## config.mk

```make
export PLATFORM = sky130hd
export DESIGN_NAME = nobf_ts_conv
export DESIGN_NICKNAME = d
export VERILOG_FILES = /design/src/nobf_pkg.sv /design/src/nobf_ts_conv.sv
export SDC_FILE = /design/constraint.sdc
export NUM_CORES = 1
export LEC_CHECK = 0
export BUFFER_PORTS_ARGS = -buffer_cell sky130_fd_sc_hd__buf_2
export CORE_MARGIN = 1
export CORE_UTILIZATION = 45
export DETAILED_ROUTE_END_ITERATION = 6
export PLACE_DENSITY = 0.65
export SLEW_MARGIN = 0
export SYNTH_ARGS = -nofsm -noshare
export SYNTH_HDL_FRONTEND = slang
export SYNTH_SLANG_ARGS = --single-unit
```

## constraint.sdc

```tcl
create_clock -name vclk -period 11.13
set_input_delay 1.6695 -clock vclk [all_inputs]
set_output_delay 1.6695 -clock vclk [all_outputs]
set_load 0.01 [all_outputs]
```

## src/nobf_pkg.sv

```systemverilog
package nobf_pkg;

   // Field widths
   localparam int unsigned TS_W       = 64;
   localparam int unsigned SEC_W      = 32;
   localparam int unsigned FRAC_W     = 32;
   localparam int unsigned GAIN_W     = 17;
   localparam int unsigned RTT_W      = 32;
   localparam int unsigned CSR_DATA_W = 32;
   localparam int unsigned CSR_IDX_W  = 1;

   // Timestamp conversion constants
   localparam int unsigned     US_W         = 20;
   localparam logic [US_W-1:0] US_PER_S     = 20'd1000000;
   localparam logic [TS_W-1:0] NTP_EPOCH_US = 64'd2208988800000000;
   localparam int unsigned     PROD_W       = SEC_W + US_W;

   // Register reset values
   localparam logic [GAIN_W-1:0] GAIN_RESET = 17'd6554;
   localparam logic [RTT_W-1:0]  RTT_RESET  = 32'd20000;

   // Register map
   typedef enum logic [CSR_IDX_W-1:0] {
      CSR_GAIN    = 1'b0,
      CSR_MAX_RTT = 1'b1
   } csr_index_type;

   // One exchange after offset and delay evaluation
   typedef struct packed {
      logic            accepted;
      logic [TS_W-1:0] offset;
      logic [TS_W-1:0] delay;
   } sample_type;

   // Burst close request towards the smoothing stage
   typedef struct packed {
      logic            update;
      logic [TS_W-1:0] best_offset;
   } close_type;

   // Smoothed offset status after one item
   typedef struct packed {
      logic            updated;
      logic            known;
      logic [TS_W-1:0] filtered;
   } smooth_type;

endpackage

```

## src/nobf_ts_conv.sv

```systemverilog
module nobf_ts_conv (
   input  logic [nobf_pkg::SEC_W-1:0]  seconds,
   input  logic [nobf_pkg::FRAC_W-1:0] fraction,
   output logic [nobf_pkg::TS_W-1:0]   time_us
);

   logic [nobf_pkg::PROD_W-1:0] sec_prod;
   logic [nobf_pkg::PROD_W-1:0] frac_prod;

   // Scale seconds and fraction to microseconds
   assign sec_prod  = nobf_pkg::PROD_W'(seconds) * nobf_pkg::PROD_W'(nobf_pkg::US_PER_S);
   assign frac_prod = nobf_pkg::PROD_W'(fraction) * nobf_pkg::PROD_W'(nobf_pkg::US_PER_S);

   // Shift the era to 1970 with 64-bit wrap and add the sub-second part
   assign time_us = nobf_pkg::TS_W'(sec_prod) - nobf_pkg::NTP_EPOCH_US
                    + nobf_pkg::TS_W'(frac_prod[nobf_pkg::PROD_W-1:nobf_pkg::FRAC_W]);

endmodule

```

# == After elaboration in Yosys (flattened, before gate mapping) ==
# Index checks and enable logic that the tools add are counted.
# op_classes
n_addsub,2
multipliers,2
# ops
op,n
32-bit by 14-bit multiplier with 46-bit output (second input constant),2
53-bit by 21-bit adder with 54-bit output,1
52-bit by 51-bit subtractor with 53-bit output (second input constant),1
# word_totals
word_cells,4
output_inout_bits,64
input_bits,64
reg_bits,0

# == Longest topological paths before layout ==
# logic_depth
depth_word,3
ltp_mapped,37
ltp_nobuf,37

# == Worst setup path before layout ==
# OpenSTA, ideal clock, no wires.
# synth_path
kind,input to output
from,in fraction[6] in the netlist's numbering
to,out time_us[54] in the netlist's numbering
path_buffers,1
stages,33
path_slack_ns,-0.229
t_arrival_ns,9.689
required_ns,9.460
cell_sequence,fa_1 > inv_1 > fa_1 > inv_1 > fa_1 > fa_1 > ha_1 > inv_1 > fa_1 > inv_1 > ha_1 > o22a_1 > nand4_1 > o41ai_1 > a21o_1 > a31oi_1 > a2111oi_0 > o21a_1 > o21a_1 > o21ai_0 > nor2b_1 > xnor2_1 > ha_1 > or3_1 > o2111ai_1 > o21ai_0 > o21ai_0 > nor3_1 > and3_1 > nand4b_1 > nor4b_4 > a31oi_1 > buf_4
# synth_between
elab_chain_cells,2
# synth_rtl
item,line_no,source
start: declaration,nobf_ts_conv.sv:3,"input logic [nobf_pkg::FRAC_W-1:0] fraction,"
32-bit by 14-bit multiplier with 46-bit output,nobf_ts_conv.sv:12,assign frac_prod = nobf_pkg::PROD_W'(fraction) * nobf_pkg::PROD_W'(nobf_pkg::US_PER_S);
53-bit by 21-bit adder with 54-bit output,nobf_ts_conv.sv:16,+ nobf_pkg::TS_W'(frac_prod[nobf_pkg::PROD_W-1:nobf_pkg::FRAC_W]);
end: declaration,nobf_ts_conv.sv:4,output logic [nobf_pkg::TS_W-1:0] time_us
# No other way between the ends.

# == Final worst setup path ==
# layout_path
from,in fraction[2] in the netlist's numbering
to,out time_us[38] in the netlist's numbering
# The elaborated chain is that of the path after synthesis.

==> impl_results.md <==
* Outcome: finished with violations
* Failing checks: setup timing
* FF+latch area at 0 µm²
* Synth Cell Area at roughly 0.016 mm²
* HPWL Detailed at ~33000 µm
* WP buf/inv at 9
* Rel. slew slack at between 50% and 60%
* Gr usage total at 20.50%
* Critical path type: in2out
* Number of global-route vias before repair at approximately 13000
* Area Overhead vs Synth at 14.65%
* F_max at just under 90 MHz
* First-pass GRT wire length at 62320 µm
* Largest stage delay, worst path at between 500 and 600 ps
* Hold crit path type: in2out
* Nature of the critical path startpoint: input port
* Die footprint at around 0.037 mm²
* Starting Density at between 40% and 50%
* Cell variety after synth at around 100
* Crit path capture type: primary output
* Slew Viols, Final at 0
* Initial antenna violation count at 3
* Yosys warnings at 0
* Core Region at between 0.03 and 0.04 mm²
* Cells after Synth at around 1800
* RD Place Congestion at slightly above 0.9
* Final worst slack at -316.3 ps
* Hold_buf cts at 0
* Setup slack after placement at -703.4 ps
* GR Overflow Total at 0
* WP data arrival at slightly below 10000 ps
* Pin count of the biggest net entering global routing at 12
* Most common cell in the netlist: inv_1
* Clock buffers at 0
* Synthesized Nets at between 2000 and 2500
* Row count at 68
* Final min period at 11450 ps
* Number of nets in the layout at about 2600
* Post-synth top area share at 33.52%
* Drt initial violations at around 490
* Seq_cells at 0
* Area leader, netlist: fa_1
* Post-route DRC at 0
* Post-route ant nets at 0
* Worst Path Max Fanout at 4
* Drt first pass iters at 5
* Mean Syn Cell Area at 9.126 µm²
* Period utilization at 102.8%
* DR WL/cell at between 15 and 20 µm
* Post-synthesis sequential area ratio at 0%
* Slew of the pin with the lowest slew margin at approximately 670 ps
* Top cell by count, worst path: fa_1
* Final setup viols at 34
* Worst path slowest cell: fa_1
* CP required at 9460 ps
* IO Count at 128
* Vias at around 13000
* Maxcap violations at 0
* DIE HEIGHT at approximately 190 µm
* Largest cells by area after synthesis: fa_1 34%, ha_1 25%, inv_1 9.2%, xnor2_1 4.3%, a21oi_1 2.2%
* Vias per inst at ~5.3
* Layout cell share with drive strength beyond 1 at a little under a fifth
* Unrepaired setup endpoints after global routing: yes
* Most common library cells after synthesis: 397 x inv_1, 319 x ha_1, 270 x fa_1
* WL final at approximately 37000 µm
* Die W at 191.3 µm
* Fin. Hold Viols at 0
* Count of input and output buffers at ~130
* CP top delay family: adder cells
-- cell usage in the layout, fill, tap and decap left out, types with 6 or more instances in the layout --
| cell type | n |
|---|---|
| nand2b_1 | 6 |
| fa_1 | 267 |
| nor2_1 | 75 |
| a31oi_1 | 12 |
| xor2_1 | 32 |
| o2111ai_1 | 12 |
| a211oi_2 | 7 |
| and3_1 | 8 |
| nand3b_1 | 6 |
| o211ai_1 | 12 |
| nand2_1 | 61 |
| nor2b_1 | 12 |
| nor3_1 | 36 |
| a21o_1 | 25 |
| o21ai_0 | 39 |
| a211oi_1 | 14 |
| a21oi_1 | 66 |
| nand3_1 | 22 |
| buf_6 | 6 |
| buf_2 | 122 |
| o21bai_1 | 10 |
| nand4_1 | 10 |
| or3_1 | 9 |
| buf_4 | 129 |
| ha_1 | 312 |
| inv_2 | 6 |
| inv_1 | 391 |
| xnor2_1 | 77 |
| o21ai_1 | 13 |
| a21oi_2 | 8 |
| o21a_1 | 18 |
-- per-stage QoR --
step | hold WS, ps | cells | instance area, µm² | utilization (%) | TNS [ps]
finish | 3877 | 2445 | 18490 | 53.00 | -6571
global route | 3909 | 2445 | 18490 | 53.00 | -21130
CTS | 3879 | 2433 | 18270 | 52.38 | -4203
detailed placement | 3878 | 2428 | 17960 | 51.49 | -18030
global placement | 3883 | 2428 | 17960 | 51.49 | -12720
floorplan | 3490 | 1767 | 16140 | - | 0
-- routing by layer --
metal	global-route usage, %	vias to the layer above	part of all wire, %	routed length (µm)
met3	0.3855	28	1.8	648
met2	36.90	158	51	18730
met1	28.20	6439	46	17050
li1	-	6334	-	-
met4	2.259	0	1.1	411
met5	0	-	0	0
-- worst paths after layout --
| check | from | endpoint | depth (start not counted) |
|---|---|---|---|
| setup / recovery | fraction[2] | time_us[38] | 40 |
| hold / removal | seconds[0] | time_us[6] | 3 |
-- area by class of cell --
| class | count | area (µm²) |
|---|---|---|
| antenna | 3 | 7.507 |
| fill | 3243 | 16400 |
| inverter | 397 | 1490 |
| multi-input combinational | 1332 | 14760 |
| tap | 455 | 569.3 |
| timing repair buffer | 258 | 1662 |
-- cells by family (layout without fill, tap and decap cells) --
logic type / count (synthesis) / after routing / share of synthesized area (%)
compound gates: 318 / 318 / 14.32
other cells: 0 / 3 / 0
buf+inv: 435 / 655 / 10.84
simple gates: 308 / 308 / 10.13
xor+xnor: 113 / 113 / 6.184
fa+ha+maj: 589 / 589 / 58.27
mux: 4 / 4 / 0.2561
-- what timing repair did --
item	CTS	global route
cloned	0	0
pin swaps	32	17
setup buffers	6	9
gates resized for setup	60	28
setup endpoints to repair	38	43
Power is not shown: default switching activity piles up to over one toggle a cycle in this logic, so the estimate is an artifact.
