## src/nobf_pkg.sv

```systemverilog
package nobf_pkg;

   // Field widths
   localparam int unsigned TS_W       = 64;
   localparam int unsigned SEC_W      = 32;
   localparam int unsigned FRAC_W     = 32;
   localparam int unsigned GAIN_W     = 17;
   localparam int unsigned RTT_W      = 32;
   localparam int unsigned CSR_DATA_W = 32;
   localparam int unsigned CSR_IDX_W  = 1;

   // Timestamp conversion constants
   localparam int unsigned     US_W         = 20;
   localparam logic [US_W-1:0] US_PER_S     = 20'd1000000;
   localparam logic [TS_W-1:0] NTP_EPOCH_US = 64'd2208988800000000;
   localparam int unsigned     PROD_W       = SEC_W + US_W;

   // Register reset values
   localparam logic [GAIN_W-1:0] GAIN_RESET = 17'd6554;
   localparam logic [RTT_W-1:0]  RTT_RESET  = 32'd20000;

   // Register map
   typedef enum logic [CSR_IDX_W-1:0] {
      CSR_GAIN    = 1'b0,
      CSR_MAX_RTT = 1'b1
   } csr_index_type;

   // One exchange after offset and delay evaluation
   typedef struct packed {
      logic            accepted;
      logic [TS_W-1:0] offset;
      logic [TS_W-1:0] delay;
   } sample_type;

   // Burst close request towards the smoothing stage
   typedef struct packed {
      logic            update;
      logic [TS_W-1:0] best_offset;
   } close_type;

   // Smoothed offset status after one item
   typedef struct packed {
      logic            updated;
      logic            known;
      logic [TS_W-1:0] filtered;
   } smooth_type;

endpackage

```

## src/nobf_burst_sel.sv

```systemverilog
module nobf_burst_sel (
   input  logic                         clock,
   input  logic                         reset,
   input  logic                         step,
   input  logic [nobf_pkg::RTT_W-1:0]   max_rtt,
   input  logic                         exchange_ok,
   input  logic                         last_in_burst,
   input  logic [nobf_pkg::TS_W-1:0]    t1,
   input  logic [nobf_pkg::TS_W-1:0]    t2,
   input  logic [nobf_pkg::TS_W-1:0]    t3,
   input  logic [nobf_pkg::TS_W-1:0]    t4,
   output nobf_pkg::sample_type         sample,
   output nobf_pkg::close_type          close
);

   logic [nobf_pkg::TS_W-1:0] sum;
   logic [nobf_pkg::TS_W-1:0] half_in;
   logic [nobf_pkg::TS_W-1:0] offset;
   logic [nobf_pkg::TS_W-1:0] delay;
   logic                      accepted;
   logic                      take;
   logic                      has_now;
   logic [nobf_pkg::TS_W-1:0] best_offset_now;
   logic [nobf_pkg::TS_W-1:0] best_delay_now;

   logic                      has_ff;
   logic                      has_in;
   logic [nobf_pkg::TS_W-1:0] best_delay_ff;
   logic [nobf_pkg::TS_W-1:0] best_delay_in;
   logic [nobf_pkg::TS_W-1:0] best_offset_ff;
   logic [nobf_pkg::TS_W-1:0] best_offset_in;

   // Offset: halve the wrapped sum, rounding toward zero
   assign sum     = (t2 - t1) + (t3 - t4);
   assign half_in = sum + nobf_pkg::TS_W'(sum[nobf_pkg::TS_W-1]);
   assign offset  = {sum[nobf_pkg::TS_W-1], half_in[nobf_pkg::TS_W-1:1]};

   // Round trip delay and acceptance
   assign delay    = (t4 - t1) - (t3 - t2);
   assign accepted = exchange_ok && (delay <= nobf_pkg::TS_W'(max_rtt));

   // Keep the first sample with the smallest delay
   assign take            = accepted && (!has_ff || (delay < best_delay_ff));
   assign has_now         = has_ff || take;
   assign best_offset_now = take ? offset : best_offset_ff;
   assign best_delay_now  = take ? delay : best_delay_ff;

   assign sample.accepted  = accepted;
   assign sample.offset    = offset;
   assign sample.delay     = delay;
   assign close.update      = last_in_burst && has_now;
   assign close.best_offset = best_offset_now;

   // Clear the burst on its last beat, else carry the best so far
   always_comb begin
      if (last_in_burst) begin
         has_in         = 1'b0;
         best_delay_in  = '1;
         best_offset_in = '0;
      end else begin
         has_in         = has_now;
         best_delay_in  = best_delay_now;
         best_offset_in = best_offset_now;
      end
   end

   always_ff @(posedge clock) begin
      if (reset) begin
         has_ff         <= 1'b0;
         best_delay_ff  <= '1;
         best_offset_ff <= '0;
      end else if (step) begin
         has_ff         <= has_in;
         best_delay_ff  <= best_delay_in;
         best_offset_ff <= best_offset_in;
      end
   end

   // An empty burst sits at its cleared values
   assert property (@(posedge clock) disable iff (reset)
      !has_ff |-> (best_delay_ff == '1) && (best_offset_ff == '0))
      else $error("empty burst holds stale best sample");

   // A closing beat always leaves the burst empty
   assert property (@(posedge clock) disable iff (reset)
      step && last_in_burst |=> !has_ff)
      else $error("burst not cleared after last beat");

   // Hold the burst state while the stage is stalled
   assert property (@(posedge clock) disable iff (reset)
      !step |=> $stable(has_ff) && $stable(best_delay_ff) && $stable(best_offset_ff))
      else $error("burst state moved without a beat");

endmodule

```

## config.mk

```make
export PLATFORM = sky130hd
export DESIGN_NAME = nobf_burst_sel
export DESIGN_NICKNAME = d
export VERILOG_FILES = /design/src/nobf_pkg.sv /design/src/nobf_burst_sel.sv
export SDC_FILE = /design/constraint.sdc
export NUM_CORES = 1
export LEC_CHECK = 0
export CORE_ASPECT_RATIO = 1.5
export CORE_MARGIN = 4
export CORE_UTILIZATION = 40
export DETAILED_ROUTE_END_ITERATION = 6
export DONT_BUFFER_PORTS = 1
export PLACE_DENSITY = 0.59
export REMOVE_ABC_BUFFERS = 1
export SLEW_MARGIN = 5
export SYNTH_ARGS = -nofsm -noshare
export SYNTH_HDL_FRONTEND = slang
export SYNTH_SLANG_ARGS = --single-unit
```

## constraint.sdc

```tcl
create_clock -name clock -period 10.8 [get_ports clock]
set_input_delay 1.08 -clock clock [delete_from_list [all_inputs] [get_ports clock]]
set_output_delay 1.08 -clock clock [all_outputs]
set_load 0.1 [all_outputs]
```

Word level (Yosys, flattened, before mapping)
Index checks and enable logic that the tools add are counted.
- add/sub/neg operators: 7
- $mul: 0
- divide/modulo/power cells: 0
- $lt $le $gt $ge: 2
- eq/ne operators: 0
- shift operators: 0
- mux-type cells: 5
- bitwise logic cells: 0
- reductions and logical operators: 8
- operators by type and width (kind ; count):
    $sub 64x64->64 ; 5
    $mux 64 ; 4
    $add 64x1->64 ; 1
    $add 64x64->64 ; 1
    $le 64x32->1 ; 1
    $lt 64x64->1 ; 1
    $logic_and 1x1->1 ; 3
    $logic_or 1x1->1 ; 2
    $reduce_and 2->1 ; 1
    $reduce_bool 2->1 ; 1
    $logic_not 1->1 ; 1
    $mux 1 ; 1
- register bits: 129
- bits in latches: 0
- memory bits (writable): 0
- ROM bits: 0
- bits of input ports: 293
- output and inout bits: 194
- word-level logic and storage cells: 25
- memories: 0

Longest topological paths before layout
- depth after elaboration: 7
- gate-level depth with buffers: 32
- depth with buffers taken out: 29

Least setup slack after synthesis
No wires, ideal clock.
- path kind: in2out
- start point: input port t1[0] (netlist bit)
- end point: output port close[62] (netlist bit)
- arrival time: 10.466 ns
- data required time: 9.720 ns
- slack: -0.746 ns
- stages on the path: 29
- buffers on the path: 3
- cell sequence: inv_1 > fa_1 > inv_1 > fa_1 > inv_1 > ha_1 > inv_1 > fa_1 > nand2b_1 > a21oi_1 > o211ai_1 > a2111oi_1 > o21ai_0 > nor4b_1 > a311oi_1 > ha_1 > a21o_1 > a21o_1 > a21o_1 > a21o_1 > a21o_1 > a21o_1 > a2bb2oi_1 > o21a_1 > and3_1 > buf_2 > buf_6 > buf_6 > o21ai_0
- RTL lines (item ; RTL line ; text):
    start: declaration ; nobf_burst_sel.sv:8 ; input logic [nobf_pkg::TS_W-1:0] t1,
    end: declaration ; nobf_burst_sel.sv:13 ; output nobf_pkg::close_type close

==> impl_metrics.csv <==
group,metric,value,unit
place,dp_cells,3850,
timing,rsz0062_at_grt,"false",
global_routing,grt_max_degree,65,
timing,relSlewSlack,0.188,
global_routing,overflow,0,
floorplan,die_w,210,um
worst_setup_path,r2r_slack,6.23,ns
worst_setup_path,path_max_fanout,40,
min_path,min-delay-path-class,"reg2reg",
synthesis,ys_async_sr_fraction,0,
synthesis,synth_edf_count,0,
timing,skew,0.0170,ns
final_layout,post-route-util,0.483,
timing,slew_violations,0,
routing,via_per_inst,6.00,
clock_network,clockBufferDepth,2,
clock_network,htreeDepth,4,
synthesis,ys_ff_latch,129,
clock_network,cts_sinks,129,
timing,fin_tns_setup,0,ns
floorplan,fp.dieArea,0.0655,sq mm
floorplan,num_io_pins,487,
synthesis,postSynthCellCount,2995,
worst_setup_path,cpPeakStageDelay,0.57,ns
timing,layout_min_cycle_time,10.29,ns
worst_setup_path,cp.arrival,9.21,ns
worst_setup_path,reg2reg_depth,14,
timing,post-route-period-util,0.953,
final_layout,drive_gt1_frac,0.140,
min_path,hold_depth,1,
final_layout,fill_cells,5953,
status,status,"complete, no violations",
worst_setup_path,r2r_end,"best_offset_ff[53]",
clock_network,cts.repair.resized,0,
synthesis,yosysWarnings,0,
synthesis,synth.avg_cell_area,8.19,sq um
worst_setup_path,r2r_start,"best_delay_ff[4]",
global_routing,grt_pass1_vias,24200,
worst_setup_path,criticalPathCategory,"in2out",
place,hpwl,90900,um
floorplan,core,0.0604,sq mm
floorplan,initial_utilization,0.406,
final_layout,layout.nets,3854,
routing,vias,23300,
clock_network,cts_hold_buf,0,
final_layout,area_delta_synth_final,18.9,%
synthesis,netlist_area,0.0245,sq mm
place,portBuffers,0,
synthesis,synthFlopType,"dfxtp_1",
worst_setup_path,required,9.72,ns
synthesis,ys_seq_area_frac,0.105,
clock_network,clock_latency,0.48,ns
clock_network,clkTransAtPathRegs,0.06,ns
global_routing,antenna_found_initial,7,
clock_network,cts_buffers,17,
worst_setup_path,crit_path_frequent_cell,"inv_1",
clock_network,cts_tree,"yes",
place,place_congestion,1.05,
global_routing,grt_pass1_wl,153000,um
job,maxCapViolCount,0,
routing,drt-total-wl,103000,um
timing,final-setup-viol-count,0,
synthesis,synth_cell_types,98,
timing,fmax,97.1,MHz
routing,route.detailed.drc,0,
worst_setup_path,slowest_stage,"and3_4",
routing,drt_iter0_markers,1558,
routing,ant_nets,0,
worst_setup_path,cp-end-kind,"primary output",
global_routing,grtUsageTotal,0.304,
clock_network,cts_root_buf,"clkbuf_16",
final_layout,instances_no_fill,3884,
routing,drt_first_pass_iters,6,
min_path,min-delay-start,"best_delay_ff[39]",
timing,hold_violations,0,
worst_setup_path,start_kind,"input pin",
timing,tightest_slew,1.22,ns
routing,avgRoutedWirePerCell,26.5,um
floorplan,rows,110,
floorplan,die_height,311,um
clock_network,post-cts-setup-buffers,0,
min_path,holdPathEnd,"best_delay_ff[39]",
## layout by cell type, fill, tap and decap left out, types with 18 or more instances in the layout
| master | instances |
|---|---|
| a21oi_1 | 217 |
| nor3_1 | 58 |
| xnor2_1 | 23 |
| a21o_1 | 98 |
| nor2_1 | 160 |
| o21ai_0 | 128 |
| xor2_4 | 19 |
| mux2_1 | 28 |
| mux2_2 | 41 |
| buf_12 | 67 |
| o21a_1 | 33 |
| a2bb2oi_1 | 31 |
| nor2b_1 | 18 |
| nand3_1 | 64 |
| dfxtp_1 | 129 |
| xnor2_2 | 72 |
| and2_1 | 22 |
| nand4_1 | 97 |
| a211oi_1 | 24 |
| inv_1 | 425 |
| buf_4 | 116 |
| a22o_1 | 64 |
| o211ai_1 | 34 |
| fa_1 | 252 |
| a31oi_1 | 21 |
| nor4_1 | 20 |
| or3_1 | 23 |
| nand2_1 | 218 |
| ha_1 | 224 |
| xor2_2 | 20 |
## synthesized netlist by cell type (all sizes together) (9+ instances only)
master,instances,area [sq um]
and4,16,140
a21o,98,736
o21a,33,248
nand2,219,825
a2111oi,10,133
inv,426,1600
a31oi,22,138
nor4,31,292
buf,55,323
a22oi,9,67.6
a211o,13,114
ha,224,2800
nor2b,18,113
xnor2,95,832
a22o,64,561
a211oi,27,213
nand3,64,320
and3,18,113
and2,23,144
o211a,9,90.1
a21oi,221,1120
clkbuf,65,244
or4,9,67.6
nand2b,17,106
nand4,100,644
o211ai,35,268
o31ai,12,90.1
or2,10,62.6
or3,23,144
xor2,55,482
nor2,161,604
mux2,69,777
o21bai,15,113
nor3,60,310
a2bb2oi,31,272
fa,252,5040
dfxtp,129,2580
o21ai,146,731
## worst max-delay path by stage
stage | from | end
2_1_floorplan | t1[0] | best_delay_ff[0]
3_3_place_gp | t2[3] | close[3]
3_5_place_dp | t2[3] | close[36]
4_1_cts | t2[3] | close[36]
5_1_grt | t1[0] | close[26]
6_report | t1[0] | close[8]
## area by class of cell
class	count	area, sq um	area share
multi-input cells	2320	20900	0.717
well taps	784	981	0.0336
inverters	426	1600	0.0548
clock buffers	19	433	0.0148
diodes	2	5.00	0.000172
clock inverters	13	210	0.00721
repair buffers	191	2430	0.0834
flip-flops and latches	129	2580	0.0885
## metrics by stage
step	hold WS, ns	setup WS [ns]	cell area, sq um
after detailed placement	0.439	0.628	28500
after floorplan	0.427	-2.42	24000
after CTS	0.453	0.603	29200
after global routing	0.468	0.137	29200
after global placement	0.434	0.775	28500
final	0.451	0.505	29200
## worst max-delay path: cells and delay by family
family / cells / cell delay (ns)
multiplexers: 1 / 0.40
adder cells (fa/ha/maj): 5 / 1.83
AO/OA/AOI/OAI: 8 / 2.55
buffers and inverters: 7 / 0.75
XOR/XNOR: 1 / 0.20
AND/OR/NAND/NOR: 8 / 2.31
## sequential cells by signal, indices dropped and copies added (netlist names)
register / cells
best_offset_ff: 64
best_delay_ff: 64
has_ff: 1
## layer usage
layer  up-vias  global-route usage  wire, um
met1     11600               0.325     36500
met3       131               0.101      9200
met5         -                   0        58
li1      10700                   -         -
met2       872               0.560     53400
met4         8              0.0984      3550
## cells by family (layout without fill, tap and decap cells)
family                     count (synthesis)  count (layout)  share of synthesized area
and+or+nand+nor                          795             795                      0.169
xor gates and xnor gates                 150             150                     0.0535
DFF                                      129             129                      0.105
other                                      0               2                          0
muxes                                     76              76                     0.0345
adders and majority gates                476             476                      0.320
buffers and inverters                    546             649                     0.0883
AOI/OAI and AO/OA                        823             823                      0.230
Power is left out: the tool's default activity adds up to more than one toggle a clock period on the data nets, which glitch-free logic cannot reach.
